## src/rtl/pva_pkg.sv

```systemverilog
package pva_pkg;

  // Table and field sizes
  localparam int NUM_VOICES_DEF = 24;
  localparam int MASK_W         = 24;
  localparam int VIU_W          = 5;
  localparam int VOICE_W        = 5;
  localparam int KEY_W          = 16;
  localparam int PRI_W          = 8;
  localparam int AGE_W          = 16;
  localparam int CFG_W          = 24;
  localparam int IN_DATA_W      = 32;
  localparam int OUT_DATA_W     = 8;

  localparam logic [VIU_W-1:0] VIU_RESET = VIU_W'(24);
  localparam logic [KEY_W-1:0] KEY_MAX   = '1;

  // Configuration register indexes
  typedef enum logic [0:0] {
    CFG_RESERVED_MASK = 1'b0,
    CFG_VOICES_IN_USE = 1'b1
  } cfg_idx_e;

  // Item kinds
  typedef enum logic [0:0] {
    OP_ALLOCATE = 1'b0,
    OP_UPDATE   = 1'b1
  } op_e;

  // Sequencer states
  typedef enum logic [1:0] {
    ST_IDLE,
    ST_SCAN,
    ST_FINISH
  } state_e;

  // One voice as seen by the compare unit
  typedef struct packed {
    logic             busy;
    logic [KEY_W-1:0] key;
    logic [PRI_W-1:0] pri;
    logic [AGE_W-1:0] age;
  } cand_t;

  // Best steal candidate so far
  typedef struct packed {
    logic [PRI_W-1:0] pri;
    logic [KEY_W-1:0] key;
    logic [AGE_W-1:0] age;
  } best_t;

  // Compare unit verdict
  typedef struct packed {
    logic free;
    logic better;
  } cmp_res_t;

endpackage

```

## src/rtl/pva_cmp.sv

```systemverilog
module pva_cmp (
  input  pva_pkg::cand_t    cand_i,
  input  pva_pkg::best_t    best_i,
  output pva_pkg::cmp_res_t res_o
);
  import pva_pkg::*;

  logic pri_lt, pri_eq, key_lt, key_eq, age_gt;

  // Priority first, then lowest key state, then strictly greatest age
  always_comb begin
    pri_lt = cand_i.pri < best_i.pri;
    pri_eq = cand_i.pri == best_i.pri;
    key_lt = cand_i.key < best_i.key;
    key_eq = cand_i.key == best_i.key;
    age_gt = cand_i.age > best_i.age;
    res_o.free   = !cand_i.busy && (cand_i.key == '0);
    res_o.better = pri_lt || (pri_eq && (key_lt || (key_eq && age_gt)));
  end

endmodule

```

## src/rtl/priority_voice_allocator_top.sv

```systemverilog
// An update goes from ST_IDLE through ST_FINISH to the result register; an allocate
//   first scans N voices in ST_SCAN, N being up to voices_in_use (capped at NumVoices),
//   fewer when an idle released voice is met early.
// Throughput: one item at a time; the single compare unit visits one voice per cycle.
// Reset: rst_ni clears the voice table, reserved_mask to 0 and voices_in_use to 24.
module priority_voice_allocator_top #(
  parameter int NumVoices = pva_pkg::NUM_VOICES_DEF
) (
  input  logic                           clk_i,
  input  logic                           rst_ni,
  // configuration write port
  input  logic                           cfg_we_i,
  input  logic                           cfg_idx_i,
  input  logic [pva_pkg::CFG_W-1:0]      cfg_data_i,
  // input stream
  input  logic                           s_axis_tvalid,
  output logic                           s_axis_tready,
  input  logic [pva_pkg::IN_DATA_W-1:0]  s_axis_tdata,  // voice, busy_req, key_state, priority_req
  input  logic [0:0]                     s_axis_tuser,  // op
  // result stream
  output logic                           m_axis_tvalid,
  input  logic                           m_axis_tready,
  output logic [pva_pkg::OUT_DATA_W-1:0] m_axis_tdata,  // voice_index
  output logic [0:0]                     m_axis_tuser   // granted
);
  import pva_pkg::*;

  localparam int IW = (NumVoices > 1) ? $clog2(NumVoices) : 1;
  localparam int CW = $clog2(NumVoices + 1);
  localparam int LW = (CW > VIU_W) ? CW : VIU_W;

  // Input field unpacking
  logic [VOICE_W-1:0] in_voice;
  logic               in_busy;
  logic [KEY_W-1:0]   in_key;
  logic [PRI_W-1:0]   in_pri;
  op_e                in_op;

  assign in_voice = s_axis_tdata[VOICE_W-1:0];
  assign in_busy  = s_axis_tdata[VOICE_W];
  assign in_key   = s_axis_tdata[VOICE_W+KEY_W:VOICE_W+1];
  assign in_pri   = s_axis_tdata[VOICE_W+KEY_W+PRI_W:VOICE_W+KEY_W+1];
  assign in_op    = op_e'(s_axis_tuser[0]);

  // Configuration registers
  logic [MASK_W-1:0] mask_q;
  logic [VIU_W-1:0]  viu_q;

  always_ff @(posedge clk_i or negedge rst_ni) begin
    if (!rst_ni) begin
      mask_q <= '0;
      viu_q  <= VIU_RESET;
    end else if (cfg_we_i) begin
      case (cfg_idx_e'(cfg_idx_i))
        CFG_RESERVED_MASK: mask_q <= cfg_data_i[MASK_W-1:0];
        CFG_VOICES_IN_USE: viu_q  <= cfg_data_i[VIU_W-1:0];
        default: ;
      endcase
    end
  end

  // Voice table
  logic [NumVoices-1:0] busy_q;
  logic [KEY_W-1:0]     key_q [NumVoices];
  logic [PRI_W-1:0]     pri_q [NumVoices];
  logic [AGE_W-1:0]     age_q [NumVoices];

  // Sequencer registers
  state_e           state_q, state_d;
  logic [IW-1:0]    idx_q, idx_d;
  logic [IW-1:0]    chosen_q, chosen_d;
  logic [PRI_W-1:0] req_pri_q, req_pri_d;
  best_t            best_q, best_d;
  logic             have_q, have_d;
  logic             grant_q, grant_d;

  // Result register
  logic             out_valid_q;
  logic             out_grant_q;
  logic [IW-1:0]    out_idx_q;

  // Scan length and reserved voices (voices past the mask are never reserved)
  logic [LW-1:0]                  limit;
  logic [NumVoices+MASK_W-1:0]    mask_ext;
  logic [NumVoices-1:0]           rsv;
  logic                           idx_last;

  always_comb begin
    limit    = (LW'(viu_q) < LW'(NumVoices)) ? LW'(viu_q) : LW'(NumVoices);
    mask_ext = {{NumVoices{1'b0}}, mask_q};
    rsv      = mask_ext[NumVoices-1:0];
    idx_last = (LW'(idx_q) + LW'(1)) >= limit;
  end

  // Shared compare unit, fed with the voice under the scan pointer
  cand_t    cand;
  cmp_res_t cmp_res;

  assign cand = '{busy: busy_q[idx_q], key: key_q[idx_q], pri: pri_q[idx_q],
                  age: age_q[idx_q]};

  pva_cmp u_cmp (
    .cand_i (cand),
    .best_i (best_q),
    .res_o  (cmp_res)
  );

  logic in_acc, out_free, load_out, upd_hit;

  assign in_acc   = s_axis_tvalid && s_axis_tready;
  assign out_free = !out_valid_q || m_axis_tready;
  assign upd_hit  = in_acc && (in_op == OP_UPDATE) && (LW'(in_voice) < LW'(NumVoices));

  // Next state and outputs
  always_comb begin
    state_d       = state_q;
    idx_d         = idx_q;
    chosen_d      = chosen_q;
    req_pri_d     = req_pri_q;
    best_d        = best_q;
    have_d        = have_q;
    grant_d       = grant_q;
    load_out      = 1'b0;
    s_axis_tready = 1'b0;
    case (state_q)
      ST_IDLE: begin
        s_axis_tready = 1'b1;
        if (s_axis_tvalid) begin
          idx_d     = '0;
          chosen_d  = '0;
          have_d    = 1'b0;
          grant_d   = 1'b0;
          req_pri_d = in_pri;
          best_d    = '{pri: in_pri, key: KEY_MAX, age: '0};
          if (in_op == OP_UPDATE || limit == '0) begin
            state_d = ST_FINISH;
          end else begin
            state_d = ST_SCAN;
          end
        end
      end
      ST_SCAN: begin
        if (!rsv[idx_q] && cmp_res.free) begin
          chosen_d = idx_q;
          grant_d  = 1'b1;
          state_d  = ST_FINISH;
        end else begin
          if (!rsv[idx_q] && cmp_res.better) begin
            best_d   = '{pri: cand.pri, key: cand.key, age: cand.age};
            chosen_d = idx_q;
            have_d   = 1'b1;
          end
          if (idx_last) begin
            grant_d = have_q || (!rsv[idx_q] && cmp_res.better);
            state_d = ST_FINISH;
          end else begin
            idx_d = idx_q + IW'(1);
          end
        end
      end
      ST_FINISH: begin
        if (out_free) begin
          load_out = 1'b1;
          state_d  = ST_IDLE;
        end
      end
      default: state_d = ST_IDLE;
    endcase
  end

  always_ff @(posedge clk_i or negedge rst_ni) begin
    if (!rst_ni) begin
      state_q <= ST_IDLE;
      grant_q <= 1'b0;
      have_q  <= 1'b0;
    end else begin
      state_q <= state_d;
      grant_q <= grant_d;
      have_q  <= have_d;
    end
  end

  always_ff @(posedge clk_i) begin
    idx_q     <= idx_d;
    chosen_q  <= chosen_d;
    req_pri_q <= req_pri_d;
    best_q    <= best_d;
  end

  // Table writes: updates on accept, aging and steal on a granted result
  always_ff @(posedge clk_i or negedge rst_ni) begin
    if (!rst_ni) begin
      busy_q <= '0;
      for (int i = 0; i < NumVoices; i++) begin
        key_q[i] <= '0;
        pri_q[i] <= '0;
        age_q[i] <= '0;
      end
    end else if (upd_hit) begin
      busy_q[in_voice[IW-1:0]] <= in_busy;
      key_q[in_voice[IW-1:0]]  <= in_key;
      pri_q[in_voice[IW-1:0]]  <= in_pri;
    end else if (load_out && grant_q) begin
      // chosen voice restarts at age zero, other unreserved voices within the scan length age by one
      for (int i = 0; i < NumVoices; i++) begin
        if (IW'(i) == chosen_q) begin
          age_q[i] <= '0;
        end else if ((LW'(i) < limit) && !rsv[i]) begin
          age_q[i] <= age_q[i] + AGE_W'(1);
        end
      end
      pri_q[chosen_q] <= req_pri_q;
    end
  end

  // Result register
  always_ff @(posedge clk_i or negedge rst_ni) begin
    if (!rst_ni) begin
      out_valid_q <= 1'b0;
    end else if (load_out) begin
      out_valid_q <= 1'b1;
    end else if (m_axis_tready) begin
      out_valid_q <= 1'b0;
    end
  end

  always_ff @(posedge clk_i) begin
    if (load_out) begin
      out_grant_q <= grant_q;
      out_idx_q   <= grant_q ? chosen_q : '0;
    end
  end

  assign m_axis_tvalid = out_valid_q;
  assign m_axis_tuser  = out_grant_q;
  assign m_axis_tdata  = OUT_DATA_W'(out_idx_q);

  // Checks
  a_idx_range: assert property (@(posedge clk_i) disable iff (!rst_ni)
    (state_q == ST_SCAN) |-> (LW'(idx_q) < limit))
    else $error("scan pointer past scan length");

  a_nogrant_zero: assert property (@(posedge clk_i) disable iff (!rst_ni)
    (m_axis_tvalid && !m_axis_tuser[0]) |-> (m_axis_tdata == '0))
    else $error("voice index not zero without grant");

  a_grant_range: assert property (@(posedge clk_i) disable iff (!rst_ni)
    (m_axis_tvalid && m_axis_tuser[0]) |-> (LW'(out_idx_q) < limit))
    else $error("granted voice outside scan length");

  a_steal_age: assert property (@(posedge clk_i) disable iff (!rst_ni)
    (load_out && grant_q) |=> (age_q[out_idx_q] == '0 && pri_q[out_idx_q] == $past(req_pri_q)))
    else $error("granted voice not reset to age zero with request priority");

endmodule

```

## config.mk

```make
export PLATFORM = sky130hd
export DESIGN_NAME = priority_voice_allocator_top
export DESIGN_NICKNAME = d
export VERILOG_FILES = /design/src/rtl/pva_pkg.sv /design/src/rtl/pva_cmp.sv /design/src/rtl/priority_voice_allocator_top.sv
export SDC_FILE = /design/constraint.sdc
export NUM_CORES = 2
export LEC_CHECK = 0
export BUFFER_PORTS_ARGS = -buffer_cell sky130_fd_sc_hd__buf_2
export CAP_MARGIN = 30
export CELL_PAD_IN_SITES_DETAIL_PLACEMENT = 1
export CELL_PAD_IN_SITES_GLOBAL_PLACEMENT = 2
export CORE_MARGIN = 2
export CORE_UTILIZATION = 40
export DETAILED_ROUTE_END_ITERATION = 8
export GPL_ROUTABILITY_DRIVEN = 0
export PLACE_DENSITY_LB_ADDON = 0.1
export SYNTH_ARGS = -nofsm -noshare
export SYNTH_HDL_FRONTEND = slang
export SYNTH_SLANG_ARGS = --single-unit
```

## constraint.sdc

```tcl
create_clock -name clk_i -period 5.1 [get_ports clk_i]
set_input_delay 0.255 -clock clk_i [delete_from_list [all_inputs] [get_ports clk_i]]
set_output_delay 0.255 -clock clk_i [all_outputs]
set_load 0.02 [all_outputs]
```

==> summary.md <==
| Metric | Value |
|---|---|
| Core Footprint | 0.137 sq mm |
| Post-DR wirelength/cell | 26.5 um |
| Worst clock skew | 0.0295 ns |
| IO Pins | 74 |
| Die outline area | 0.141 sq mm |
| Critical Path RT | 5.55 ns |
| Post-synthesis simple-gate area fraction | 0.119 |
| Root Buffer | clkbuf_16 |
| DRC violations left | 0 |
| Largest net degree at the start of global routing | 139 |
| Share of power burned in the clock network | 0.326 |
| Power Internal | 19800 uW |
| Via count | 39900 |
| Die X | 376 um |
| Most common cell after layout, fill and taps aside | dfrtp_1 |
| Top cells by area, synth | dfrtp_1 46%, mux4_2 9.4%, mux2_2 8.9% |
| Crit start category | flop |
| TritonCTS clock tree | built |
| Pins Over Slew Limit | 0 |
| Largest fanout on the critical path | 19 |
| Post-layout nets | 5103 |
| Fmax | 206 MHz |
| Switching Power | 10100 uW |
| Initial Utilization | 0.403 |
| Share of cells above drive strength 1 | 0.234 |
| Arrival @ worst endpoint | 5.31 ns |
| XOR/XNOR Fraction of Synth Area | 0.0432 |
| HP Class | input pin to flop |
| Hold_ws | 0.0756 ns |
| Synth top area share | 0.459 |
| Synth warn | 0 |
| Die height | 376 um |
| Worst Setup End Kind | flop |
| Area overhead of the layout relative to synthesis | 15.0% |
| Post-synth top area cell | dfrtp_1 |
| Largest family of logic cells by synthesized area | multiplexers |
| TritonCTS Buffers | 134 |
| Vias in the first global route | 42400 |
| Pwr dens | 470 mW/mm^2 |
| EDFF count, synth | 64 |
| Gr ovfl total | 0 |
| Post-synthesis mux area share | 0.208 |
| Cell Area, Synth | 0.0554 sq mm |
| Global-route wire length before repair | 278000 um |
| Most frequent cells in the layout | 1016 x dfrtp_1, 490 x nand2_1, 439 x mux2_2 |
| Final period utilization | 0.952 |
| Worst setup path class | flop to flop |
| Comb pwr share | 0.285 |
| Routed Antenna Nets | 0 |
| Synth Instances | 4856 |
| Hpwl dp | 124000 um |
| Sw Ratio | 0.338 |
| Post-synthesis compound-gate area fraction | 0.0895 |
| H-tree depth | 4 |
| Number of antenna violations at the first check in global routing | 9 |
| FFs w/ async S/R, synth | 0.941 |
| Slew @ Worst Pin | 0.987 ns |
| Tot Pwr | 29900 uW |
| Rows | 136 |
| DRT iter0 DRCs | 2646 |
| Adder-Cell Fraction of Synth Area | 0.0158 |
| Vias/cell | 5.80 |
| First drt pass iteration count | 5 |
| Fillers | 14400 |
| Post-Route WL | 182000 um |
| Clock-pin slew on the worst setup and hold paths | 0.06 ns |
| Tot GR Track Use | 0.260 |
| Slew margin rel. | 0.340 |
| Status | completed |
| Max IR drop VDD | 319 uV |
| Tmin final | 4.86 ns |
| Prevailing post-synth register cell | dfrtp_1 |
| Setup-failing EPs final | 0 |
| Number of max-cap violations | 0 |
| Seq/Total Area, Yosys | 0.495 |
| Flop pwr share | 0.390 |
| Longest Clk Path Bufs | 3 |
| Clk Latency, worst-skew pair | 0.77 ns |
| Synth unique cells | 84 |
| Syn_area_per_cell | 11.4 sq um |
| # port buffers | 68 |
| CTS Sinks | 1082 |
| Yosys reg bits | 1082 |
| Final hold viol count | 0 |
| P_leak | 0.0279 uW |
## registers in the layout, indices dropped and copies added, names as in the netlist, 2 cells and up
name,flops
best_q,40
pri_q,192
busy_q,24
age_q,384
req_pri_q,8
state_q,2
chosen_q,5
out_idx_q,5
mask_q,24
idx_q,5
key_q,384
viu_q,5
## through the flow
stage	TNS [ns]	util	worst slack, ns	std cells	cell area, sq um
3_5_place_dp	0	0.427	0.197	6588	58700
3_3_place_gp	0	0.425	0.232	6566	58400
4_1_cts	0	0.463	0.149	6869	63600
5_1_grt	-0.752	0.463	-0.0252	6872	63700
2_1_floorplan	0	-	0.0979	4858	55400
6_report	0	0.463	0.245	6873	63700
## per-layer routing
layer  GRT usage  wire length, um  up-vias
met5           0               60        -
met4      0.0657             4210       10
met3      0.0314             6400      216
met2       0.426            86500      688
met1       0.368            84900    21100
li1            -                -    17800
## synth_stat cells (7+ instances only)
| master | count |
|---|---|
| a21o_1 | 15 |
| a21oi_1 | 117 |
| a221oi_1 | 7 |
| a22oi_1 | 219 |
| a31oi_1 | 10 |
| and2_1 | 31 |
| and3_1 | 55 |
| and4_1 | 12 |
| buf_1 | 13 |
| buf_2 | 43 |
| buf_4 | 19 |
| buf_6 | 7 |
| clkbuf_1 | 216 |
| dfrtp_1 | 1016 |
| edfxtp_1 | 64 |
| ha_1 | 70 |
| inv_1 | 94 |
| mux2_2 | 439 |
| mux2i_1 | 118 |
| mux4_2 | 232 |
| nand2_1 | 490 |
| nand2b_1 | 18 |
| nand3_1 | 154 |
| nand4_1 | 84 |
| nor2_1 | 436 |
| nor2b_1 | 23 |
| nor3_1 | 35 |
| o2111ai_1 | 9 |
| o211ai_1 | 9 |
| o21ai_0 | 308 |
| o21ai_1 | 25 |
| o2bb2ai_1 | 23 |
| or2_2 | 8 |
| or3_1 | 69 |
| xnor2_1 | 73 |
| xor2_1 | 200 |
## power groups by stage
stage                     Combinational (uW)  Sequential [uW]  Clock [uW]
after global placement                  8240            11800           0
after floorplan                         5670            11200           0
final                                   8530            11700        9740
after global routing                    9300            11900       10300
after CTS                               8590            11600        9990
after detailed placement                8530            11800           0
## timing repair
action	CTS	global route
endpoints found under the hold margin	130	0
setup buffers	0	1
setup endpoints to repair	0	45
gates resized for setup	0	3
hold buffers	37	0
## worst max-delay path, cell delays in order (launching register included)
cell and delay, ns:
edfxtp_1 0.35, buf_4 0.18, buf_12 0.20, buf_4 0.38
mux4_2 0.58, mux2i_1 0.35, o2bb2ai_1 0.15, ha_1 0.34
nand4_1 0.20, o41ai_1 0.51, buf_4 0.21, o311ai_0 0.17
a311oi_1 0.40, o22a_2 0.30, buf_12 0.18
## cell type report
class,count,area (sq um),area share
Sequential cell,1082,27400,0.430
Clock inverter,45,508,0.00798
Timing Repair Buffer,277,2600,0.0408
Inverter,95,357,0.00560
Multi-Input combinational cell,3380,26500,0.417
Tap cell,1794,2240,0.0353
Clock buffer,199,4030,0.0633
Antenna cell,1,2.50,0.0000393
## cell families after synthesis
family,Yosys count
DFF,1082
adders and majority gates,70
AOI/OAI and AO/OA,794
xor gates and xnor gates,273
and+or+nand+nor,1445
other,1
muxes,795
buffers and inverters,396
## worst paths after layout
path	startpoint	end	slack, ns	depth (start not counted)
worst max-delay path	idx_q[0]	best_q[9]	0.24	14
worst min-delay path	s_axis_tdata[14]	key_q[200]	0.08	2
worst max register to register	idx_q[0]	best_q[9]	0.24	14
worst min register to register	pri_q[176]	pri_q[176]	0.48	2
max in group asynchronous	rst_ni	pri_q[127]	3.59	3
min in group asynchronous	rst_ni	age_q[310]	0.15	2
Note: power is estimated with default switching activity, not from simulation.
